File: config.mk
export PLATFORM = sky130hd
export DESIGN_NAME = keyboard_command_sound_queue_unit_flat
export DESIGN_NICKNAME = d
export VERILOG_FILES = /design/src/rtl/kcsq_pkg.sv /design/src/rtl/kcsq_if.sv /design/src/rtl/kcsq_decode.sv /design/src/rtl/kcsq_ring.sv /design/src/rtl/keyboard_command_sound_queue_unit.sv /design/src/flat_wrapper.sv
export VERILOG_INCLUDE_DIRS = /design/src /design/src/rtl
export SDC_FILE = /design/constraint.sdc
export NUM_CORES = 1
export LEC_CHECK = 0
export ABC_AREA = 1
export BUFFER_PORTS_ARGS = -buffer_cell sky130_fd_sc_hd__buf_2
export CAP_MARGIN = 20
export CORE_UTILIZATION = 50
export DETAILED_ROUTE_END_ITERATION = 10
export GPL_ROUTABILITY_DRIVEN = 0
export PLACE_DENSITY = 0.7
export REMOVE_ABC_BUFFERS = 1
export SLEW_MARGIN = 15
export SYNTH_ARGS = -nofsm -noshare
export SYNTH_HDL_FRONTEND = slang
export SYNTH_SLANG_ARGS = --single-unit
File: constraint.sdc
create_clock -name clk_i -period 9.05 [get_ports clk_i]
set_input_delay 0.4525 -clock clk_i [delete_from_list [all_inputs] [get_ports clk_i]]
set_output_delay 0.4525 -clock clk_i [all_outputs]
set_load 0.05 [all_outputs]
File: src/rtl/assert_macros.svh
// ----------------------------------------------------------------------------
// assert_macros.svh
// Concurrent assertion shorthands, sampled on clk_i.
// ----------------------------------------------------------------------------
`ifndef ASSERT_MACROS_SVH
`define ASSERT_MACROS_SVH

// Checked only outside reset.
`define ASSERT_RST(name, prop, msg) \
  name: assert property (@(posedge clk_i) disable iff (!rst_ni) (prop)) \
    else $error(msg);

// Checked at every edge, reset included.
`define ASSERT_ALWAYS(name, prop, msg) \
  name: assert property (@(posedge clk_i) (prop)) else $error(msg);

`endif

File: src/rtl/kcsq_pkg.sv
// ----------------------------------------------------------------------------
// kcsq_pkg
// Shared types and constants of the keyboard command / sound queue unit.
// ----------------------------------------------------------------------------
package kcsq_pkg;

  // Sound queue geometry
  localparam int unsigned QUEUE_DEPTH = 128;
  localparam int unsigned PTR_W  = (QUEUE_DEPTH > 1) ? $clog2(QUEUE_DEPTH) : 1;
  localparam int unsigned FILL_W = $clog2(QUEUE_DEPTH + 1);
  localparam int unsigned SUM_W  = $clog2(2 * QUEUE_DEPTH);

  // Host command decode constants
  localparam logic [7:0] MODE_MASK = 8'h57;

  typedef logic [7:0] pending_t;

  typedef enum logic [1:0] {
    CMD_HOST = 2'd0,
    CMD_KEY  = 2'd1,
    CMD_POP  = 2'd2,
    CMD_NOP  = 2'd3
  } cmd_e;

  typedef enum logic [1:0] {
    SND_NONE  = 2'd0,
    SND_LONG  = 2'd1,
    SND_SHORT = 2'd2,
    SND_CLICK = 2'd3
  } snd_e;

  // Decoded effect of one item
  typedef struct packed {
    logic       host;
    logic [7:0] led;
    logic       mode_upd;
    logic       click;
    logic       rpt;
    logic       qwertz;
    logic       push;
    snd_e       sound;
    logic       pop;
  } dec_t;

  // Request to the sound queue
  typedef struct packed {
    logic       step;
    logic       push;
    logic       pop;
    snd_e       sound;
  } ring_req_t;

endpackage

File: src/rtl/kcsq_if.sv
// ----------------------------------------------------------------------------
// kcsq_if
// Valid/ready channels: command items in, status results out.
// ----------------------------------------------------------------------------
interface kcsq_cmd_if;
  logic       valid;
  logic       ready;
  logic [1:0] cmd;
  logic [7:0] value;

  modport source (output valid, cmd, value, input ready);
  modport sink   (input valid, cmd, value, output ready);
endinterface

interface kcsq_res_if;
  logic        valid;
  logic        ready;
  logic [7:0]  led_pattern;
  logic        click_on;
  logic        autorepeat_on;
  logic        qwertz_on;
  logic        popped_valid;
  logic [1:0]  popped_sound;
  logic [1:0]  latest_sound;
  logic [31:0] sound_total;
  logic [7:0]  pending_total;
  logic [7:0]  latest_command;
  logic [31:0] command_total;

  modport source (output valid, led_pattern, click_on, autorepeat_on, qwertz_on,
                  popped_valid, popped_sound, latest_sound, sound_total,
                  pending_total, latest_command, command_total,
                  input ready);
  modport sink   (input valid, led_pattern, click_on, autorepeat_on, qwertz_on,
                  popped_valid, popped_sound, latest_sound, sound_total,
                  pending_total, latest_command, command_total,
                  output ready);
endinterface

File: src/rtl/kcsq_decode.sv
// ----------------------------------------------------------------------------
// kcsq_decode
// Decodes one item: LED pattern, mode update, sound to queue, pop.
// ----------------------------------------------------------------------------
module kcsq_decode import kcsq_pkg::*; (
  input  logic [1:0] cmd_i,
  input  logic [7:0] value_i,
  input  logic       click_on_i,
  output dec_t       dec_o
);

  logic [7:0] led;

  // LED pattern from the low two bits
  always_comb begin
    case (value_i[1:0])
      2'b00:   led = value_i - 8'd2;
      2'b01:   led = value_i;
      default: led = value_i - 8'd1;
    endcase
  end

  always_comb begin
    dec_o          = '0;
    dec_o.sound    = SND_NONE;
    dec_o.led      = led;
    dec_o.mode_upd = (value_i & MODE_MASK) == MODE_MASK;
    dec_o.click    = ~value_i[3];
    dec_o.rpt      = ~value_i[5];
    dec_o.qwertz   = value_i[7];
    unique case (cmd_e'(cmd_i))
      CMD_HOST: begin
        dec_o.host = 1'b1;
        if (value_i[2:0] == 3'b100) begin
          dec_o.push  = 1'b1;
          dec_o.sound = SND_LONG;
        end else if (value_i[1:0] == 2'b10) begin
          dec_o.push  = 1'b1;
          dec_o.sound = SND_SHORT;
        end
      end
      CMD_KEY: begin
        dec_o.push  = click_on_i;
        dec_o.sound = SND_CLICK;
      end
      CMD_POP: begin
        dec_o.pop = 1'b1;
      end
      default: begin
      end
    endcase
  end

endmodule

File: src/rtl/kcsq_ring.sv
// ----------------------------------------------------------------------------
// kcsq_ring
// Sound queue: ring memory with head and fill count; drops oldest when full.
// ----------------------------------------------------------------------------
module kcsq_ring import kcsq_pkg::*; (
  input  logic              clk_i,
  input  logic              rst_ni,
  input  ring_req_t         req_i,
  output logic [FILL_W-1:0] fill_o,
  output logic              popped_valid_o,
  output logic [1:0]        popped_sound_o
);

  logic [1:0]        mem [QUEUE_DEPTH];
  logic [PTR_W-1:0]  head_q, head_d, head_inc, tail;
  logic [FILL_W-1:0] fill_q, fill_d;
  logic [SUM_W-1:0]  sum;
  logic              pv_q, pv_d;
  logic [1:0]        rd_q;
  logic              full, empty, do_push, do_pop;

  assign full    = fill_q == FILL_W'(QUEUE_DEPTH);
  assign empty   = fill_q == '0;
  assign do_push = req_i.step && req_i.push;
  assign do_pop  = req_i.step && req_i.pop && !empty;

  assign head_inc = (head_q == PTR_W'(QUEUE_DEPTH - 1)) ? '0 : head_q + 1'b1;

  // tail = (head + fill) mod depth, sum stays below twice the depth
  assign sum  = SUM_W'(head_q) + SUM_W'(fill_q);
  assign tail = (sum >= SUM_W'(QUEUE_DEPTH)) ? PTR_W'(sum - SUM_W'(QUEUE_DEPTH))
                                             : PTR_W'(sum);

  always_comb begin
    head_d = head_q;
    fill_d = fill_q;
    if (do_push) begin
      if (full) head_d = head_inc;
      else      fill_d = fill_q + 1'b1;
    end else if (do_pop) begin
      head_d = head_inc;
      fill_d = fill_q - 1'b1;
    end
  end

  assign pv_d = req_i.step ? do_pop : pv_q;

  always_ff @(posedge clk_i or negedge rst_ni) begin
    if (!rst_ni) begin
      head_q <= '0;
      fill_q <= '0;
      pv_q   <= 1'b0;
    end else begin
      head_q <= head_d;
      fill_q <= fill_d;
      pv_q   <= pv_d;
    end
  end

  // full queue: new entry lands on the oldest slot
  always_ff @(posedge clk_i) begin
    if (do_push) mem[full ? head_q : tail] <= req_i.sound;
  end

  always_ff @(posedge clk_i) begin
    if (do_pop) rd_q <= mem[head_q];
  end

  assign fill_o         = fill_q;
  assign popped_valid_o = pv_q;
  assign popped_sound_o = pv_q ? rd_q : SND_NONE;

endmodule

File: src/rtl/keyboard_command_sound_queue_unit.sv
// ----------------------------------------------------------------------------
// keyboard_command_sound_queue_unit
// Keyboard controller: host commands, LEDs, key modes and a sound queue.
// ----------------------------------------------------------------------------
//  channel   | dir | transaction payload
//  ----------+-----+-----------------------------------------------------------
//  item_i    | in  | cmd (host write / keypress / pop), value (host byte)
//  result_o  | out | LEDs, modes, popped sound, latest sound, counters, fill
//
//  One item per cycle sustained while result_o is ready; each item passes the
//  input register, then the state/result registers, queue memory read alongside.
//  The result register is the state itself: it only changes when an item moves
//  out of the input register, so a stalled result holds while one more item
//  waits in the input register.
//  Reset is asynchronous; the queue memory is not cleared (only filled slots
//  are ever read), so the unit takes items right after reset.
// ----------------------------------------------------------------------------
`include "assert_macros.svh"

module keyboard_command_sound_queue_unit import kcsq_pkg::*; (
  input  logic       clk_i,
  input  logic       rst_ni,
  kcsq_cmd_if.sink   item_i,
  kcsq_res_if.source result_o
);

  // Input register
  logic       in_valid_q;
  logic [1:0] in_cmd_q;
  logic [7:0] in_value_q;
  logic       in_take;

  // Step: item leaves input register and lands in the state/result registers
  logic       step;
  logic       out_valid_q;

  // Controller state (doubles as the result register)
  logic [7:0]  led_q;
  logic        click_q, rpt_q, qwz_q;
  logic [7:0]  cmd_byte_q;
  logic [31:0] cmd_cnt_q, snd_cnt_q;
  snd_e        recent_q;

  dec_t              dec;
  ring_req_t         ring_req;
  logic [FILL_W-1:0] fill;
  logic              popped_valid;
  logic [1:0]        popped_sound;

  assign step         = in_valid_q && (!out_valid_q || result_o.ready);
  assign in_take      = item_i.valid && item_i.ready;
  assign item_i.ready = !in_valid_q || step;

  always_ff @(posedge clk_i or negedge rst_ni) begin
    if (!rst_ni) begin
      in_valid_q  <= 1'b0;
      out_valid_q <= 1'b0;
    end else begin
      if (in_take)   in_valid_q <= 1'b1;
      else if (step) in_valid_q <= 1'b0;
      if (step)                 out_valid_q <= 1'b1;
      else if (result_o.ready)  out_valid_q <= 1'b0;
    end
  end

  always_ff @(posedge clk_i) begin
    if (in_take) begin
      in_cmd_q   <= item_i.cmd;
      in_value_q <= item_i.value;
    end
  end

  kcsq_decode u_decode (
    .cmd_i      (in_cmd_q),
    .value_i    (in_value_q),
    .click_on_i (click_q),
    .dec_o      (dec)
  );

  assign ring_req.step  = step;
  assign ring_req.push  = dec.push;
  assign ring_req.pop   = dec.pop;
  assign ring_req.sound = dec.sound;

  kcsq_ring u_ring (
    .clk_i          (clk_i),
    .rst_ni         (rst_ni),
    .req_i          (ring_req),
    .fill_o         (fill),
    .popped_valid_o (popped_valid),
    .popped_sound_o (popped_sound)
  );

  // State update, one item per step
  always_ff @(posedge clk_i or negedge rst_ni) begin
    if (!rst_ni) begin
      led_q      <= '0;
      click_q    <= 1'b1;
      rpt_q      <= 1'b1;
      qwz_q      <= 1'b0;
      cmd_byte_q <= '0;
      cmd_cnt_q  <= '0;
      snd_cnt_q  <= '0;
      recent_q   <= SND_NONE;
    end else if (step) begin
      if (dec.host) begin
        led_q      <= dec.led;
        cmd_byte_q <= in_value_q;
        cmd_cnt_q  <= cmd_cnt_q + 32'd1;
        if (dec.mode_upd) begin
          click_q <= dec.click;
          rpt_q   <= dec.rpt;
          qwz_q   <= dec.qwertz;
        end
      end
      if (dec.push) begin
        recent_q  <= dec.sound;
        snd_cnt_q <= snd_cnt_q + 32'd1;
      end
    end
  end

  assign result_o.valid          = out_valid_q;
  assign result_o.led_pattern    = led_q;
  assign result_o.click_on       = click_q;
  assign result_o.autorepeat_on  = rpt_q;
  assign result_o.qwertz_on      = qwz_q;
  assign result_o.popped_valid   = popped_valid;
  assign result_o.popped_sound   = popped_sound;
  assign result_o.latest_sound   = recent_q;
  assign result_o.sound_total    = snd_cnt_q;
  assign result_o.pending_total  = pending_t'(fill);
  assign result_o.latest_command = cmd_byte_q;
  assign result_o.command_total  = cmd_cnt_q;

  // ---- assertions ----
  `ASSERT_ALWAYS(a_fill_bound, fill <= FILL_W'(QUEUE_DEPTH), "queue fill above depth")
  `ASSERT_RST(a_snd_cnt_step, (snd_cnt_q != $past(snd_cnt_q)) |-> ($past(step) && snd_cnt_q == $past(snd_cnt_q) + 32'd1), "sound count moved without a step")
  `ASSERT_RST(a_pop_fill, (step && dec.pop && fill != '0) |=> (popped_valid && fill == $past(fill) - 1'b1), "pop did not drain queue")

endmodule

File: src/flat_wrapper.sv
// flat-port wrapper written by rule: the top's interface ports become plain ports
module keyboard_command_sound_queue_unit_flat import kcsq_pkg::*;
  (clk_i, rst_ni, item_i_valid, item_i_cmd, item_i_value, item_i_ready, result_o_valid, result_o_led_pattern, result_o_click_on, result_o_autorepeat_on, result_o_qwertz_on, result_o_popped_valid, result_o_popped_sound, result_o_latest_sound, result_o_sound_total, result_o_pending_total, result_o_latest_command, result_o_command_total, result_o_ready);
  kcsq_cmd_if item_i_i ();
  kcsq_res_if result_o_i ();
  input  logic clk_i;
  input  logic rst_ni;
  input wire logic [$bits(item_i_i.valid)-1:0] item_i_valid;
  input wire logic [$bits(item_i_i.cmd)-1:0] item_i_cmd;
  input wire logic [$bits(item_i_i.value)-1:0] item_i_value;
  output wire logic [$bits(item_i_i.ready)-1:0] item_i_ready;
  output wire logic [$bits(result_o_i.valid)-1:0] result_o_valid;
  output wire logic [$bits(result_o_i.led_pattern)-1:0] result_o_led_pattern;
  output wire logic [$bits(result_o_i.click_on)-1:0] result_o_click_on;
  output wire logic [$bits(result_o_i.autorepeat_on)-1:0] result_o_autorepeat_on;
  output wire logic [$bits(result_o_i.qwertz_on)-1:0] result_o_qwertz_on;
  output wire logic [$bits(result_o_i.popped_valid)-1:0] result_o_popped_valid;
  output wire logic [$bits(result_o_i.popped_sound)-1:0] result_o_popped_sound;
  output wire logic [$bits(result_o_i.latest_sound)-1:0] result_o_latest_sound;
  output wire logic [$bits(result_o_i.sound_total)-1:0] result_o_sound_total;
  output wire logic [$bits(result_o_i.pending_total)-1:0] result_o_pending_total;
  output wire logic [$bits(result_o_i.latest_command)-1:0] result_o_latest_command;
  output wire logic [$bits(result_o_i.command_total)-1:0] result_o_command_total;
  input wire logic [$bits(result_o_i.ready)-1:0] result_o_ready;
  assign item_i_i.valid = item_i_valid;
  assign item_i_i.cmd = item_i_cmd;
  assign item_i_i.value = item_i_value;
  assign item_i_ready = item_i_i.ready;
  assign result_o_valid = result_o_i.valid;
  assign result_o_led_pattern = result_o_i.led_pattern;
  assign result_o_click_on = result_o_i.click_on;
  assign result_o_autorepeat_on = result_o_i.autorepeat_on;
  assign result_o_qwertz_on = result_o_i.qwertz_on;
  assign result_o_popped_valid = result_o_i.popped_valid;
  assign result_o_popped_sound = result_o_i.popped_sound;
  assign result_o_latest_sound = result_o_i.latest_sound;
  assign result_o_sound_total = result_o_i.sound_total;
  assign result_o_pending_total = result_o_i.pending_total;
  assign result_o_latest_command = result_o_i.latest_command;
  assign result_o_command_total = result_o_i.command_total;
  assign result_o_i.ready = result_o_ready;
  keyboard_command_sound_queue_unit u_core (.clk_i(clk_i), .rst_ni(rst_ni), .item_i(item_i_i), .result_o(result_o_i));
endmodule
==> flow_summary.toml, run 1 <==
[timing]
fin_worst_skew_ns = 0.0278
fin_crit_ns = 3.86
fmax_mhz = 259
fin_crit_sh = 0.427
setup-violations-final = 0
final_hold_viol_count = 0
slew_headroom = 0.288
rsz0062_at_grt = "false"
worst_pin_slew_ns = 1.07
fin_setup_tns_ns = 0
slew_violations = 0

[floorplan]
die_w_um = 192
coreArea_um2 = 35600
initial_core_util = 0.508
dieArea_um2 = 36900
die_h_um = 192
rows = 69
ioPinCount = 112

[logic_synthesis]
yosysWarningCount = 0
yosys.area.top_type = "edfxtp_1"
yosys_most_used_dff = "edfxtp_1"
synth_cells = 1983
synth-edff-count = 268
yosys_register_bits = 371
synth_seq_area_share = 0.589
synthArstFlopShare = 0.278
postSynthAreaPerCell_um2 = 9.11
synth_area_leaders = "edfxtp_1 45%, dfrtp_1 14%, nand2_1 11%, nor2_1 6.5%, inv_1 4.3%"
ys_types = 50
synth.cell_area_um2 = 18100
synth_top_area_frac = 0.446

[power_and_ir_drop]
combPwrFrac = 0.383
total_power_uw = 5990
vdd.ir_drop.worst_v = 0.000185
clkPwrFrac = 0.260
leakage_uw = 0.00878
switching_share = 0.424
switching_power_uw = 2540
powerDensity_nw_per_um2 = 295
p_int_uw = 3450
p_seq_frac = 0.357

[clock_network]
clkTransAtPathRegs_ns = 0.06
htree_levels = 2
clockBufferDepth = 3
cts_root_buf = "clkbuf_16"
clock_sinks = 371
insertion_delay_ns = 0.56
postCtsSetupRepairBufs = 0
cts_tree = "yes"
cts_buffers = 41
cts_resized = 0
cts_hold_buf = 1

[setup_path]
r2r_start = "u_core.u_ring.head_q[0]"
arrival_ns = 4.09
critical_path_class = "reg -> reg"
cp-end-kind = "register"
worstPathRequired_ns = 9.28
worst-path-max-fanout = 64
start_kind = "register"
crit_path_start = "u_core.u_ring.head_q[0]"

[grt]
grt_max_degree = 97
grt_pass1_wl_um = 68100
grt_pass1_vias = 13400
grt_util_all_layers = 0.236
antenna_found_initial = 0
overflow = 0

[route]
post_drt_wl_per_cell_um = 16.5
drt_iter0_markers = 1045
vias = 13600
dr.pass1.iters = 5
viasPerCell = 5.28
drc_errors = 0
ant_nets = 0
finalWirelength_um = 42500

[cells_and_area]
layout_commonest_cell = "nand2_1"
antenna_cells = 0
final_net_count = 2117
mostFrequentLayoutCells = "535 x nand2_1, 312 x nor2_1, 268 x edfxtp_1"
layout-drive-gt1-share = 0.106
syn2layout_area_growth_pct = 12.2

[hold_path]
hold_path_startpoint = "item_i_value[7]"
hold_class = "in -> reg"

[placed_design]
dp_hpwl_um = 27500
portBuffers = 111

[outcome]
status = "finished clean"

[job]
drv_cap = 0
-- cells by family (layout without fill, tap and decap cells) --
| kind of cell | Yosys count | after routing | synth area share |
|---|---|---|---|
| and+or+nand+nor | 1098 | 1098 | 0.255 |
| DFF | 371 | 371 | 0.589 |
| buffers and inverters | 285 | 413 | 0.0616 |
| AOI/OAI and AO/OA | 134 | 134 | 0.0430 |
| xor gates and xnor gates | 71 | 71 | 0.0344 |
| adders and majority gates | 24 | 24 | 0.0175 |
-- power by group through the flow --
stage | combinational (µW) | clock, µW | sequential [µW]
after floorplan | 1350 | 0 | 2440
after global placement | 2230 | 0 | 2170
after detailed placement | 2270 | 0 | 2170
after CTS | 2290 | 1580 | 2140
after global routing | 2520 | 1650 | 2160
final | 2300 | 1550 | 2140
-- layout make-up --
| type | count | area (µm²) |
|---|---|---|
| clock inverter | 19 | 141 |
| timing repair buffer | 123 | 671 |
| inverter | 215 | 808 |
| clock buffer | 56 | 1100 |
| tap | 461 | 577 |
| fill | 3123 | 15300 |
| sequential | 371 | 10600 |
| multi-input combinational | 1327 | 6330 |
-- cells in the mapped netlist (2+ instances only) --
| master | number |
|---|---|
| nand2_1 | 535 |
| nor2_1 | 313 |
| edfxtp_1 | 268 |
| inv_1 | 209 |
| nand3_1 | 154 |
| dfrtp_1 | 101 |
| o21ai_0 | 87 |
| xor2_1 | 50 |
| nor3_1 | 34 |
| buf_2 | 28 |
| clkbuf_1 | 24 |
| nand4_1 | 23 |
| ha_1 | 22 |
| xnor2_1 | 21 |
| a21oi_1 | 19 |
| buf_1 | 17 |
| nand3_2 | 12 |
| inv_2 | 5 |
| o211ai_1 | 5 |
| nand2_2 | 4 |
| o21ai_1 | 4 |
| a21o_1 | 3 |
| nand3b_1 | 3 |
| nor2_2 | 3 |
| nor4_1 | 3 |
| o21ai_2 | 3 |
| a21oi_4 | 2 |
| and3_1 | 2 |
| dfstp_2 | 2 |
| fa_1 | 2 |
| nor2_4 | 2 |
| nor3_4 | 2 |
| o2111ai_1 | 2 |
| o21ai_4 | 2 |
| or2_2 | 2 |
-- critical path, cell delays in order (launching register included) --
cell      delay, ns
dfrtp_4        0.71
clkinv_2       0.80
buf_4          0.63
nand2_1        0.14
o21ai_1        0.10
nor2_2         0.20
nand2_1        0.56
nor2_1         0.37
-- through the flow --
step | area, µm² | hold slack [ns] | utilization | std cells | worst slack [ns]
floorplan | 17800 | 0.157 | - | 1913 | 3.61
global route | 20300 | 0.0491 | 0.570 | 2572 | 4.85
finish | 20300 | 0.0653 | 0.570 | 2572 | 5.19
CTS | 20300 | 0.0393 | 0.570 | 2572 | 5.14
global placement | 19000 | 0.413 | 0.534 | 2495 | 5.27
detailed placement | 19000 | 0.418 | 0.535 | 2496 | 5.14
-- per-layer routing --
| layer | share of wire | vias up | GRT usage |
|---|---|---|---|
| li1 | - | 6641 | - |
| met1 | 0.43 | 6487 | 0.303 |
| met2 | 0.49 | 366 | 0.406 |
| met3 | 0.051 | 76 | 0.0331 |
| met4 | 0.026 | 0 | 0.0863 |
| met5 | 0 | - | 0 |
-- registers in the layout (all words and copies together) (netlist names), 2 cells and up --
register                        flops
u_core.u_ring.head_q                7
u_core.u_ring.fill_o                8
u_core.result_o.latest_command      8
u_core.result_o.led_pattern         8
u_core.result_o.latest_sound        2
u_core.result_o.sound_total        32
u_core.u_ring.rd_q                  2
u_core.u_ring.mem                 256
u_core.in_value_q                   8
u_core.in_cmd_q                     2
u_core.result_o.command_total      32
-- worst paths after layout --
check,end,cells past startpoint,slack [ns]
min in group asynchronous,u_core.result_o.sound_total[13],2,0.40
max in group asynchronous,u_core.result_o.command_total[16],3,7.35
hold reg to reg,u_core.result_o.led_pattern[0],2,0.49
setup / recovery,u_core.u_ring.mem[127][1],7,5.19
hold / removal,u_core.in_value_q[7],1,0.07
setup reg to reg,u_core.u_ring.mem[127][1],7,5.19
Power figures use the tool's default switching activity.
==> run 2: changes to the inputs <==
==> constraint.sdc (replaced) <==
create_clock -name clk_i -period 3.77 [get_ports clk_i]
set_input_delay 0.1885 -clock clk_i [delete_from_list [all_inputs] [get_ports clk_i]]
set_output_delay 0.1885 -clock clk_i [all_outputs]
set_load 0.05 [all_outputs]
==> run 2 against run 1 <==
  * Flip-flop and latch count stayed put
  * Critical path type unchanged
  * Combinational power up 150%
  * Utilization up 0.81 points
==> flow_summary.toml, run 2 (synthesis gave the netlist of run 1 again) <==
[floorplan]
die_h_um = 192
die_w_um = 192
dieArea_um2 = 36900
coreArea_um2 = 35600
ioPinCount = 112
initial_core_util = 0.508
rows = 69

[setup_path]
crit_chain = "inv_1 -> ha_1 -> nand2_1 -> inv_1 -> o21ai_0 -> o21ai_1 -> nand2_1 -> nor2_2 -> nand2_1 -> buf_4 -> nor2_1"
rr_worst_depth = 11
worst-path-stages = 11
critical_path.top_delay_family = "simple AND/OR/NAND/NOR gates"
worst-path-buf-inv = 3
crit_path_start = "u_core.in_value_q[1]"
worstPathRequired_ns = 4.00
ff2ff_setup_slack_ns = 0.41
critical_path_class = "reg -> reg"
r2r_start = "u_core.in_value_q[1]"
arrival_ns = 3.59
max_stage_delay_ns = 0.43
worstReg2RegEnd = "u_core.u_ring.mem[35][1]"
crit_path_end = "u_core.u_ring.mem[35][1]"
crit_slowest_cell = "edfxtp_1"
cp-end-kind = "register"
start_kind = "register"
worst-path-max-fanout = 14
crit_top_cell = "nand2_1"

[clock_network]
htree_levels = 2
clock_sinks = 371
clkTransAtPathRegs_ns = 0.06
insertion_delay_ns = 0.55
cts_root_buf = "clkbuf_16"
cts_tree = "yes"
cts_resized = 0
cts_buffers = 40
clockBufferDepth = 3

[grt]
grt_pass1_vias = 13400
antenna_found_initial = 0
grt_util_all_layers = 0.239
overflow = 0
grt_max_degree = 130
grt_pass1_wl_um = 68500

[timing]
fin_worst_skew_ns = 0.0227
worst_hold_slack_ns = 0.216
slew_headroom = 0.418
final_hold_viol_count = 0
setup_ws_ns = 0.410
fin_setup_tns_ns = 0
worst_pin_slew_ns = 0.871
fin_crit_ns = 3.36
fmax_mhz = 298
fin_crit_sh = 0.891
setup-violations-final = 0
slew_violations = 0
rsz0062_at_grt = "false"

[route]
viasPerCell = 5.29
post_drt_wl_per_cell_um = 16.6
dr.pass1.iters = 5
finalWirelength_um = 43000
vias = 13700
drc_errors = 0
ant_nets = 0
drt_iter0_markers = 1276

[cells_and_area]
mostFrequentLayoutCells = "535 x nand2_1, 312 x nor2_1, 268 x edfxtp_1"
multi_input_area_um2 = 6330
layout-drive-gt1-share = 0.112
top_register = "u_core.u_ring.mem"
num-fill-cells = 3013
largest_reg_flops = 256
antenna_cells = 0
regArea_um2 = 10600
layout_commonest_cell = "nand2_1"
syn2layout_area_growth_pct = 13.8
final_net_count = 2139
post-route-util = 0.578

[placed_design]
dp_slack_ns = 0.474
dp_hpwl_um = 27100
portBuffers = 111

[hold_path]
hold_class = "in -> async"

[power_and_ir_drop]
powerDensity_nw_per_um2 = 709
total_power_uw = 14600
leakage_uw = 0.00893
vdd.ir_drop.worst_v = 0.000491

[job]
drv_cap = 0

[outcome]
status = "finished clean"
## run 2: cell type report
class | instances | share of cell area
clock buffer | 55 | 0.0564
clock inverter | 19 | 0.00718
inverter | 215 | 0.0393
multi-input combinational | 1327 | 0.308
sequential | 371 | 0.517
tap | 461 | 0.0281
timing repair buffer | 146 | 0.0436
## run 2: per-layer routing
metal  vias to the layer above  track usage  wire length (µm)
met5                         -            0                 0
met2                       464        0.409             20700
met1                      6485        0.308             18000
li1                       6688            -                 -
met3                        92       0.0369              2970
met4                         0       0.0851              1290
## run 2: timing repair
action / CTS / global route
hold buffers: 15 / 0
setup buffers: 0 / 0
endpoints found under the hold margin: 62 / 0
## run 2: metrics by stage
| step | cell area (µm²) | std cells |
|---|---|---|
| floorplan | 17800 | 1913 |
| global placement | 19100 | 2505 |
| detailed placement | 19100 | 2505 |
| CTS | 20600 | 2594 |
| global route | 20600 | 2594 |
| finish | 20600 | 2594 |
## run 2: worst min-delay path by stage
stage / cells past startpoint / startpoint / slack (ns) / end
global placement: 1 / rst_ni / 0.28 / u_core.result_o.sound_total[9]
global route: 2 / rst_ni / 0.28 / u_core.result_o.sound_total[9]
floorplan: 0 / rst_ni / -0.11 / u_core.in_valid_q
CTS: 2 / rst_ni / 0.26 / u_core.result_o.sound_total[10]
detailed placement: 1 / rst_ni / 0.28 / u_core.result_o.sound_total[7]
finish: 2 / rst_ni / 0.22 / u_core.result_o.sound_total[9]
## run 2: power breakdown
group          internal [µW]  switching [µW]  total [µW]
logic                   1530            4190        5720
clock network           2290            1590        3880
registers               4670             302        4980
